===== src/rtl/ppc_pkg.sv =====
package ppc_pkg;

  localparam int FT_BITS   = 20;
  localparam int GAIN_BITS = 16;
  localparam logic [GAIN_BITS-1:0] GAIN_RESET = 16'd1311;

  localparam int PC_W = 3;

  typedef enum logic [2:0] {
    OP_SCH_MUL,
    OP_SCH_DONE,
    OP_MEA_SETUP,
    OP_MEA_DIV,
    OP_MEA_ERR,
    OP_MEA_MUL,
    OP_MEA_DONE,
    OP_MEA_ZERO
  } ppc_op_e;

  typedef enum logic [1:0] {
    COND_NONE,
    COND_NOPER,
    COND_MORE
  } ppc_cond_e;

  localparam logic [PC_W-1:0] STEP_SCH_MUL   = 3'd0;
  localparam logic [PC_W-1:0] STEP_SCH_DONE  = 3'd1;
  localparam logic [PC_W-1:0] STEP_MEA_SETUP = 3'd2;
  localparam logic [PC_W-1:0] STEP_MEA_DIV   = 3'd3;
  localparam logic [PC_W-1:0] STEP_MEA_ERR   = 3'd4;
  localparam logic [PC_W-1:0] STEP_MEA_MUL   = 3'd5;
  localparam logic [PC_W-1:0] STEP_MEA_DONE  = 3'd6;
  localparam logic [PC_W-1:0] STEP_MEA_ZERO  = 3'd7;

  typedef struct packed {
    ppc_op_e         op;
    ppc_cond_e       cond;
    logic [PC_W-1:0] target;
    logic            load_cnt;
    logic            done;
  } ppc_word_t;

  // sequencer -> datapath
  typedef struct packed {
    logic    en;
    ppc_op_e op;
  } ppc_ctrl_t;

  // datapath -> sequencer
  typedef struct packed {
    logic per_zero;
    logic out_free;
  } ppc_stat_t;

  // microcode ROM
  function automatic ppc_word_t prog_word(input logic [PC_W-1:0] pc);
    ppc_word_t w;
    w = '{op: OP_MEA_ZERO, cond: COND_NONE, target: STEP_SCH_MUL, load_cnt: 1'b0, done: 1'b1};
    case (pc)
      STEP_SCH_MUL: begin
        w = '{op: OP_SCH_MUL, cond: COND_NONE, target: STEP_SCH_MUL,
              load_cnt: 1'b0, done: 1'b0};
      end
      STEP_SCH_DONE: begin
        w = '{op: OP_SCH_DONE, cond: COND_NONE, target: STEP_SCH_MUL,
              load_cnt: 1'b0, done: 1'b1};
      end
      STEP_MEA_SETUP: begin
        w = '{op: OP_MEA_SETUP, cond: COND_NOPER, target: STEP_MEA_ZERO,
              load_cnt: 1'b1, done: 1'b0};
      end
      STEP_MEA_DIV: begin
        w = '{op: OP_MEA_DIV, cond: COND_MORE, target: STEP_MEA_DIV,
              load_cnt: 1'b0, done: 1'b0};
      end
      STEP_MEA_ERR: begin
        w = '{op: OP_MEA_ERR, cond: COND_NONE, target: STEP_SCH_MUL,
              load_cnt: 1'b0, done: 1'b0};
      end
      STEP_MEA_MUL: begin
        w = '{op: OP_MEA_MUL, cond: COND_NONE, target: STEP_SCH_MUL,
              load_cnt: 1'b0, done: 1'b0};
      end
      STEP_MEA_DONE: begin
        w = '{op: OP_MEA_DONE, cond: COND_NONE, target: STEP_SCH_MUL,
              load_cnt: 1'b0, done: 1'b1};
      end
      STEP_MEA_ZERO: begin
        w = '{op: OP_MEA_ZERO, cond: COND_NONE, target: STEP_SCH_MUL,
              load_cnt: 1'b0, done: 1'b1};
      end
      default: begin
        w = '{op: OP_MEA_ZERO, cond: COND_NONE, target: STEP_SCH_MUL,
              load_cnt: 1'b0, done: 1'b1};
      end
    endcase
    return w;
  endfunction

endpackage


===== src/rtl/ppc_sequencer.sv =====
module ppc_sequencer #(
  parameter int ITERS = 33
) (
  input  logic              clk_i,
  input  logic              rst_ni,
  input  logic              start_i,
  input  logic              start_cmd_i,
  input  ppc_pkg::ppc_stat_t stat_i,
  output logic              busy_o,
  output ppc_pkg::ppc_ctrl_t ctrl_o
);
  import ppc_pkg::*;

  localparam int CNT_W = $clog2(ITERS + 1);

  logic            busy_q;
  logic [PC_W-1:0] pc_q, pc_d;
  logic [CNT_W-1:0] cnt_q;
  ppc_word_t       word;
  logic            en;
  logic            taken;

  assign word = prog_word(pc_q);
  // a step that emits a result waits for a free output slot
  assign en   = busy_q && (!word.done || stat_i.out_free);

  always_comb begin
    case (word.cond)
      COND_NOPER: taken = stat_i.per_zero;
      COND_MORE:  taken = (cnt_q != CNT_W'(1));
      default:    taken = 1'b0;
    endcase
    pc_d = taken ? word.target : pc_q + PC_W'(1);
  end

  always_ff @(posedge clk_i or negedge rst_ni) begin
    if (!rst_ni) begin
      busy_q <= 1'b0;
      pc_q   <= STEP_SCH_MUL;
      cnt_q  <= '0;
    end else if (start_i) begin
      busy_q <= 1'b1;
      pc_q   <= start_cmd_i ? STEP_MEA_SETUP : STEP_SCH_MUL;
    end else if (en) begin
      pc_q <= pc_d;
      if (word.done) begin
        busy_q <= 1'b0;
      end
      if (word.load_cnt) begin
        cnt_q <= CNT_W'(ITERS);
      end else if (word.cond == COND_MORE) begin
        cnt_q <= cnt_q - CNT_W'(1);
      end
    end
  end

  assign busy_o    = busy_q;
  assign ctrl_o.en = en;
  assign ctrl_o.op = word.op;

endmodule


===== src/rtl/present_phase_corrector.sv =====
// Present phase corrector.
// Input channel (in_valid_i / in_stall_o): cmd_i 0 schedules a frame at
// present_time_i with period frame_time_i, cmd_i 1 reports measured_clock_i.
// Output channel (out_valid_o / out_stall_i): one result per item with the
// wait time, the wrapped phase error, the correction and the used flag.
// Config channel (cfg_valid_i / cfg_ready_o): writes loop_gain; always ready.
// A small microcode ROM steps a shared multiplier and a radix-4 restoring
// divider. Schedule takes 2 steps; measure takes 4 + DIV_ITERS steps, where
// DIV_ITERS = (TIME_BITS + FRAC_BITS + 2) / 2 (33 at defaults) for the
// divide of the clock distance by the frame period, two quotient bits a step.
// A measure with no scheduled period runs only the setup and zero steps.
// In stalls from the cycle after accept until the result is written, so an
// item is taken only once the last one is through. The result sits in an
// output register; the next item is accepted while it waits. If the receiver
// stalls, the final step of the following item holds until that register frees.
// Reset clears the correction, the scheduled time and period (smoothing
// off) and loads the gain with its default.
module present_phase_corrector #(
  parameter int TIME_BITS = 48,
  parameter int FRAC_BITS = 16
) (
  input  logic                          clk_i,
  input  logic                          rst_ni,
  input  logic                          in_valid_i,
  output logic                          in_stall_o,
  input  logic                          cmd_i,
  input  logic [TIME_BITS-1:0]          present_time_i,
  input  logic [ppc_pkg::FT_BITS-1:0]   frame_time_i,
  input  logic [TIME_BITS-1:0]          measured_clock_i,
  output logic                          out_valid_o,
  input  logic                          out_stall_i,
  output logic [TIME_BITS-1:0]          wait_time_o,
  output logic signed [FRAC_BITS+1:0]   phase_error_o,
  output logic signed [FRAC_BITS:0]     correction_o,
  output logic                          error_used_o,
  input  logic                          cfg_valid_i,
  output logic                          cfg_ready_o,
  input  logic [ppc_pkg::GAIN_BITS-1:0] cfg_loop_gain_i
);
  import ppc_pkg::*;

  localparam int T         = TIME_BITS;
  localparam int F         = FRAC_BITS;
  localparam int CORR_W    = F + 1;
  localparam int ERR_W     = F + 2;
  localparam int QW        = F + 2;
  localparam int PROD_W    = F + FT_BITS;
  localparam int ADJ_W     = FT_BITS + 1;
  localparam int NUM_W     = T + F + 1;
  localparam int DIV_ITERS = (NUM_W + 1) / 2;
  localparam int DIV_W     = 2 * DIV_ITERS;
  localparam int HALF      = 1 << (F - 1);
  localparam int ONE       = 1 << F;

  localparam logic signed [ERR_W-1:0] HALF_E = ERR_W'(HALF);
  localparam logic signed [ERR_W-1:0] ONE_E  = ERR_W'(ONE);

  // state
  logic [GAIN_BITS-1:0]     gain_q;
  logic signed [CORR_W-1:0] corr_q;
  logic [T-1:0]             sched_time_q;
  logic [FT_BITS-1:0]       sched_per_q;

  // item and work registers
  logic [T-1:0]             pt_q, mc_q;
  logic [FT_BITS-1:0]       ft_q;
  logic                     neg_q;
  logic [DIV_W-1:0]         num_q;
  logic [FT_BITS-1:0]       rem_q;
  logic [QW-1:0]            quo_q;
  logic                     big_q;
  logic signed [ERR_W-1:0]  err_q;
  logic [PROD_W-1:0]        prod_q;

  // output register
  logic                     out_valid_q;
  logic [T-1:0]             wait_q;
  logic signed [ERR_W-1:0]  perr_q;
  logic signed [CORR_W-1:0] corr_out_q;
  logic                     used_q;

  ppc_ctrl_t ctrl;
  ppc_stat_t stat;
  logic      busy;
  logic      accept;

  assign accept        = in_valid_i && !busy;
  assign stat.per_zero = (sched_per_q == '0);
  assign stat.out_free = !out_valid_q || !out_stall_i;

  ppc_sequencer #(
    .ITERS (DIV_ITERS)
  ) u_seq (
    .clk_i       (clk_i),
    .rst_ni      (rst_ni),
    .start_i     (accept),
    .start_cmd_i (cmd_i),
    .stat_i      (stat),
    .busy_o      (busy),
    .ctrl_o      (ctrl)
  );

  // ---------------- shared multiplier
  logic [CORR_W-1:0]  corr_abs;
  logic [ERR_W-1:0]   err_abs;
  logic               win;
  logic [F-1:0]       mul_a;
  logic [FT_BITS-1:0] mul_b;
  logic [PROD_W-1:0]  mul_p;

  assign corr_abs = corr_q[CORR_W-1] ? CORR_W'(-corr_q) : CORR_W'(corr_q);
  assign err_abs  = err_q[ERR_W-1] ? ERR_W'(-err_q) : ERR_W'(err_q);
  assign win      = (err_abs <= ERR_W'(HALF));
  assign mul_a    = (ctrl.op == OP_SCH_MUL) ? corr_abs[F-1:0] : err_abs[F-1:0];
  assign mul_b    = (ctrl.op == OP_SCH_MUL) ? ft_q : FT_BITS'(gain_q);
  assign mul_p    = PROD_W'(mul_a) * PROD_W'(mul_b);

  // ---------------- schedule: wait time
  logic [PROD_W:0] adj_sum;
  logic [ADJ_W-1:0] adj;
  logic [T-1:0]    adj_t;
  logic [T:0]      up_sum;
  logic [T-1:0]    sched_wait;

  assign adj_sum = {1'b0, prod_q} + (PROD_W + 1)'(HALF);
  assign adj     = adj_sum[F +: ADJ_W];
  assign adj_t   = T'(adj);
  assign up_sum  = {1'b0, pt_q} + {1'b0, adj_t};

  always_comb begin
    if (ft_q == '0) begin
      sched_wait = pt_q;
    end else if (corr_q[CORR_W-1]) begin
      sched_wait = (adj_t > pt_q) ? '0 : pt_q - adj_t;
    end else begin
      sched_wait = up_sum[T] ? '1 : up_sum[T-1:0];
    end
  end

  // ---------------- measure: distance and divider
  logic             mc_lt;
  logic [T-1:0]     clk_gap;
  logic [NUM_W-1:0] num_init;

  assign mc_lt    = (mc_q < sched_time_q);
  assign clk_gap  = mc_lt ? sched_time_q - mc_q : mc_q - sched_time_q;
  // (clk_gap << F) + per/2, divided by per, gives whole frames and rounded fraction
  assign num_init = NUM_W'({clk_gap, {F{1'b0}}}) + NUM_W'(sched_per_q[FT_BITS-1:1]);

  logic [FT_BITS:0]   r1, r1s, r2, r2s;
  logic               ge1, ge2;
  logic [FT_BITS-1:0] r1n;

  always_comb begin
    r1  = {rem_q, num_q[DIV_W-1]};
    ge1 = (r1 >= {1'b0, sched_per_q});
    r1s = ge1 ? r1 - {1'b0, sched_per_q} : r1;
    r1n = r1s[FT_BITS-1:0];
    r2  = {r1n, num_q[DIV_W-2]};
    ge2 = (r2 >= {1'b0, sched_per_q});
    r2s = ge2 ? r2 - {1'b0, sched_per_q} : r2;
  end

  // ---------------- measure: phase error with frame wrap
  logic [F-1:0]     qlo, wl_pos, wl_neg;
  logic             pos_in, neg_in;
  logic [ERR_W-1:0] err_calc;

  assign qlo    = quo_q[F-1:0];
  assign pos_in = !big_q && (quo_q <= QW'(ONE + HALF));
  assign neg_in = !big_q && (quo_q <= QW'(ONE - HALF));
  assign wl_pos = qlo - F'(HALF) - F'(1);
  assign wl_neg = qlo + F'(HALF) - F'(1);

  always_comb begin
    if (!neg_q) begin
      err_calc = pos_in ? ERR_W'(quo_q) - ERR_W'(HALF)
                        : ERR_W'(wl_pos) + ERR_W'(1);
    end else begin
      err_calc = neg_in ? ERR_W'(0) - ERR_W'(quo_q) - ERR_W'(HALF)
                        : ERR_W'(0) - ERR_W'(wl_neg) - ERR_W'(1);
    end
  end

  // ---------------- measure: correction update
  logic [PROD_W:0]          d_sum;
  logic [F-1:0]             dmag;
  logic signed [ERR_W-1:0]  c_raw, c_wrap;
  logic signed [CORR_W-1:0] corr_new;

  assign d_sum = {1'b0, prod_q} + (PROD_W + 1)'(1 << (GAIN_BITS - 1));
  assign dmag  = d_sum[GAIN_BITS +: F];

  always_comb begin
    c_raw = err_q[ERR_W-1] ? {corr_q[CORR_W-1], corr_q} - ERR_W'(dmag)
                           : {corr_q[CORR_W-1], corr_q} + ERR_W'(dmag);
    if (c_raw > HALF_E) begin
      c_wrap = c_raw - ONE_E;
    end else if (c_raw < -HALF_E) begin
      c_wrap = c_raw + ONE_E;
    end else begin
      c_wrap = c_raw;
    end
    corr_new = c_wrap[CORR_W-1:0];
  end

  // ---------------- control state
  always_ff @(posedge clk_i or negedge rst_ni) begin
    if (!rst_ni) begin
      gain_q       <= GAIN_RESET;
      corr_q       <= '0;
      sched_time_q <= '0;
      sched_per_q  <= '0;
      out_valid_q  <= 1'b0;
    end else begin
      if (cfg_valid_i && cfg_ready_o) begin
        gain_q <= cfg_loop_gain_i;
      end
      if (ctrl.en && ctrl.op == OP_SCH_DONE) begin
        sched_time_q <= sched_wait;
        sched_per_q  <= ft_q;
      end
      if (ctrl.en && ctrl.op == OP_MEA_DONE && win) begin
        corr_q <= corr_new;
      end
      if (ctrl.en && (ctrl.op == OP_SCH_DONE || ctrl.op == OP_MEA_DONE ||
                      ctrl.op == OP_MEA_ZERO)) begin
        out_valid_q <= 1'b1;
      end else if (!out_stall_i) begin
        out_valid_q <= 1'b0;
      end
    end
  end

  // ---------------- datapath registers
  always_ff @(posedge clk_i) begin
    if (accept) begin
      pt_q <= present_time_i;
      ft_q <= frame_time_i;
      mc_q <= measured_clock_i;
    end
    if (ctrl.en) begin
      case (ctrl.op)
        OP_SCH_MUL: begin
          prod_q <= mul_p;
        end
        OP_SCH_DONE: begin
          wait_q     <= sched_wait;
          perr_q     <= '0;
          corr_out_q <= corr_q;
          used_q     <= 1'b0;
        end
        OP_MEA_SETUP: begin
          neg_q <= mc_lt;
          num_q <= DIV_W'(num_init);
          rem_q <= '0;
          quo_q <= '0;
          big_q <= 1'b0;
        end
        OP_MEA_DIV: begin
          rem_q <= r2s[FT_BITS-1:0];
          num_q <= num_q << 2;
          quo_q <= {quo_q[QW-3:0], ge1, ge2};
          big_q <= big_q | quo_q[QW-1] | quo_q[QW-2];
        end
        OP_MEA_ERR: begin
          err_q <= err_calc;
        end
        OP_MEA_MUL: begin
          prod_q <= mul_p;
        end
        OP_MEA_DONE: begin
          wait_q     <= '0;
          perr_q     <= err_q;
          corr_out_q <= win ? corr_new : corr_q;
          used_q     <= win;
        end
        OP_MEA_ZERO: begin
          wait_q     <= '0;
          perr_q     <= '0;
          corr_out_q <= corr_q;
          used_q     <= 1'b0;
        end
        default: begin
          used_q <= 1'b0;
        end
      endcase
    end
  end

  assign in_stall_o    = busy;
  assign cfg_ready_o   = 1'b1;
  assign out_valid_o   = out_valid_q;
  assign wait_time_o   = wait_q;
  assign phase_error_o = perr_q;
  assign correction_o  = corr_out_q;
  assign error_used_o  = used_q;

endmodule


===== config.mk =====
export PLATFORM = sky130hd
export DESIGN_NAME = present_phase_corrector
export DESIGN_NICKNAME = d
export VERILOG_FILES = /design/src/rtl/ppc_pkg.sv /design/src/rtl/ppc_sequencer.sv /design/src/rtl/present_phase_corrector.sv
export SDC_FILE = /design/constraint.sdc
export NUM_CORES = 2
export LEC_CHECK = 0
export ABC_AREA = 1
export BUFFER_PORTS_ARGS = -buffer_cell sky130_fd_sc_hd__buf_2
export CORE_ASPECT_RATIO = 1.1
export CORE_MARGIN = 1
export CORE_UTILIZATION = 55
export DETAILED_ROUTE_END_ITERATION = 8
export PLACE_DENSITY = 0.73
export SLEW_MARGIN = 20
export SYNTH_ARGS = -nofsm -noshare
export SYNTH_HDL_FRONTEND = slang
export SYNTH_SLANG_ARGS = --single-unit

===== constraint.sdc =====
create_clock -name clk_i -period 10.3 [get_ports clk_i]
set_clock_uncertainty 0.2 [all_clocks]
set_input_delay 2.06 -clock clk_i [delete_from_list [all_inputs] [get_ports clk_i]]
set_output_delay 2.06 -clock clk_i [all_outputs]
set_load 0.01 [all_outputs]

==> key figures <==
Timing
  – Slew @ Worst Pin: 1.06 ns
  – Slew HR: 29.6%
  – Final period utilization: around 85%
  – Final hold violations: 0
  – Setup TNS: 0 ns
  – RSZ-0062 raised after global routing: no
  – Final-report setup violation count: 0
  – Final worst path period need: 8.75 ns
  – Max Fclk: between 100 and 150 MHz
  – Slew Viols, Final: 0

Logic synthesis
  – Cell accounting for the most synthesized area: edfxtp_1
  – Gate Count Post-Synth: a little under 7k
  – Post-synth EDFFs: 345
  – Ranking of synthesized cells by area: edfxtp_1 21%, nand2_1 15%, fa_1 10%, inv_1 8.9%, ha_1 8.2%
  – Syn nets: roughly 7.6k
  – Ys flop type: edfxtp_1
  – Ys async rst share: 24.5%
  – Sequential-to-total area share from yosys stat: 26.9%
  – Yosys reg bits: ~460
  – Yosys top cell area share: around a fifth
  – Avg Cell Area, Syn: 7.09 um2
  – Yosys warns: 0
  – Synthesized cell area: ~50,000 um2
  – Unique masters post-synth: 75

Worst setup path
  – Reg2reg end: prod_q[35]$_DFFE_PP_
  – CP max-delay cell: clkinv_1
  – Setup crit start kind: register
  – Critical path peak fanout: 26
  – Reg2reg start: u_seq.pc_q[1]$_DFFE_PN0P_
  – Worst Path Arrival: 8.95 ns
  – Path depth of the worst reg2reg path: 28
  – Crit path capture type: register
  – Crit path largest cell delay: 0.78 ns
  – Worst EP required: approximately 11 ns
  – Cell mode on critical path: nand2_1
  – Crit Path Category: reg2reg
  – R2R Setup Slk: 1.55 ns

GRT
  – Total grt overflow: 0
  – Vias in the first global route: 43.5k
  – Largest net degree at the start of global routing: 110
  – Total GRT Usage: 35.7%
  – Global-route wire length before repair: 248,000 um
  – Antenna violations before repair: 4

Clocking
  – H-Tree Depth: 2
  – Inserted Clock Buffers: between 50 and 60
  – Clock Latency Late Sink: around 0.67 ns
  – CTS sink cnt: between 400 and 500
  – Clk slew on worst S/H paths: approximately 0.07 ns
  – Clock root cell: clkbuf_16
  – CTS Buffer Depth: 3
  – Post-CTS Setup Inserts: 0
  – Hold_buf cts: 0
  – CTS tree: done
  – Post_cts resized: 0

Placed design
  – IO Port Bufs: 223
  – HPWL Detailed: roughly 130,000 um
  – Final Wtd Congestion: 1.06

Floorplanning
  – DIE WIDTH: 287 um
  – I/O pins: 225
  – Initial core utilization: a little under three fifths
  – Die ar.: between 90,000 and 100,000 um2
  – Core area: 88,100 um2
  – Die height: 315 um
  – Core Rows: 114

Detailed routing
  – Drt pass-1 iters: 7
  – Via density: 5.65
  – DR iter-0 viols: 4,704
  – Wire per inst: a little under 20 um
  – Post-route DRC: 0
  – Total Wirelength: 163,000 um
  – Vias: 46.7k
  – Routed Antenna Nets: 0

Worst hold path
  – Hold path start: gain_q[8]$_DFFE_PN1P_
  – Hold path endpoint: gain_q[8]$_DFFE_PN1P_
  – Worst min-delay path class: reg2reg
  – Hold depth: 2

Job
  – MaxCap Viol Count: 0

Final layout
  – Inserted Diodes: 0
  – Share of cells above drive strength 1: between 8 and 9%
  – Layout net count: 7,781
  – Layout area overhead: 8.01%

Outcome
  – Status: completed
worst max-delay path by stage:
stage / from / end / slack (ns) / depth (start not counted)
after floorplan: out_stall_i / u_seq.cnt_q[5]$_DFFE_PN0P_ / 1.85 / 9
after global placement: u_seq.pc_q[1]$_DFFE_PN0P_ / prod_q[35]$_DFFE_PP_ / 2.08 / 28
after detailed placement: u_seq.pc_q[1]$_DFFE_PN0P_ / prod_q[35]$_DFFE_PP_ / 1.79 / 28
after CTS: u_seq.pc_q[1]$_DFFE_PN0P_ / prod_q[35]$_DFFE_PP_ / 1.74 / 28
after global routing: u_seq.pc_q[1]$_DFFE_PN0P_ / prod_q[35]$_DFFE_PP_ / 1.10 / 28
final: u_seq.pc_q[1]$_DFFE_PN0P_ / prod_q[35]$_DFFE_PP_ / 1.55 / 28
cells in the mapped netlist, drive strengths merged, types with 6 or more instances:
master  instances
nand2        2095
inv          1195
nor2          700
o21ai         400
nand3         386
edfxtp        345
ha            323
fa            257
a21oi         234
xor2          199
nand4         134
clkbuf        122
dfrtp         105
nor3           84
xnor2          53
buf            37
nor4           33
or2            27
a31oi          22
a21o           20
clkinv         19
o21bai         19
o211ai         16
nand3b         13
o31ai          10
a21boi          8
dfstp           7
and2            6
o22ai           6
routing by layer:
metal	part of all wire [%]	vias up	wire length, um	global-route usage (%)
met1	41	21963	66400	47.5
met4	5.6	2	9130	18.0
met2	44	2186	72600	56.0
met5	0.0080	-	13	0
met3	9.2	401	15000	6.32
li1	-	22125	-	-
state kept, by name (all words and copies together), names as in the netlist, 3 cells and up:
register       count
sched_time_q      48
quo_q             18
correction_o      17
wait_time_o       48
pt_q              48
mc_q              48
phase_error_o     18
u_seq.cnt_q        6
num_q             66
rem_q             20
gain_q            16
err_q             18
u_seq.pc_q         3
prod_q            21
sched_per_q       20
corr_q            17
ft_q              20
critical path: cells and delay by family (launching register included):
kind / cells / cell delay (ns)
adder cells (fa/ha/maj): 8 / 3.52
AO/OA/AOI/OAI: 5 / 1.71
buffers and inverters: 6 / 1.39
AND/OR/NAND/NOR: 9 / 1.23
flip-flops: 1 / 0.41
stage by stage:
stage | hold slack [ns] | instance area (um2) | cells | worst slack [ns] | util (%)
4_1_cts | 0.294 | 53000 | 8265 | 1.74 | 60.1
3_3_place_gp | 0.268 | 51200 | 8170 | 2.08 | 58.1
2_1_floorplan | 0.255 | 49000 | 6914 | 1.85 | -
3_5_place_dp | 0.284 | 51200 | 8170 | 1.79 | 58.1
6_report | 0.290 | 53000 | 8265 | 1.55 | 60.1
5_1_grt | 0.312 | 53000 | 8265 | 1.10 | 60.1
cells in the final DEF, fill, tap and decap left out, types with 22 or more instances in the layout:
| cell | count |
|---|---|
| edfxtp_1 | 345 |
| xnor2_1 | 52 |
| o21ai_0 | 352 |
| clkbuf_16 | 51 |
| clkinv_1 | 22 |
| nand3_1 | 377 |
| o21ai_1 | 46 |
| xor2_1 | 196 |
| nor2_2 | 29 |
| a31oi_1 | 22 |
| or2_2 | 26 |
| buf_2 | 222 |
| ha_1 | 322 |
| inv_2 | 28 |
| nor2_4 | 32 |
| nand2_2 | 55 |
| inv_1 | 1165 |
| buf_4 | 33 |
| a21oi_1 | 231 |
| nor2_1 | 635 |
| nand4_1 | 134 |
| fa_1 | 257 |
| nor4_1 | 33 |
| nand2_1 | 2019 |
| dfrtp_1 | 105 |
| nor3_1 | 78 |
kinds of logic after synthesis:
logic type | share of synthesized area, %
AO/OA/AOI/OAI | 8.33
XOR/XNOR | 4.56
adder cells (fa/ha/maj) | 18.7
buffers and inverters | 10.8
flip-flops | 26.9
multiplexers | 0.135
other | 0.00765
AND/OR/NAND/NOR | 30.6
area by class of cell:
type                       instances  area (um2)
fill                            8376       35200
multi-input combinational       5084       30700
clock buffer                      66        1420
timing repair buffer             255        1360
clock inverter                    29         335
sequential                       457       13200
tap                             1160        1450
inverter                        1214        4570
Power is left out: the tool's default activity adds up to more than one toggle a clock period on the data nets, which glitch-free logic cannot reach.
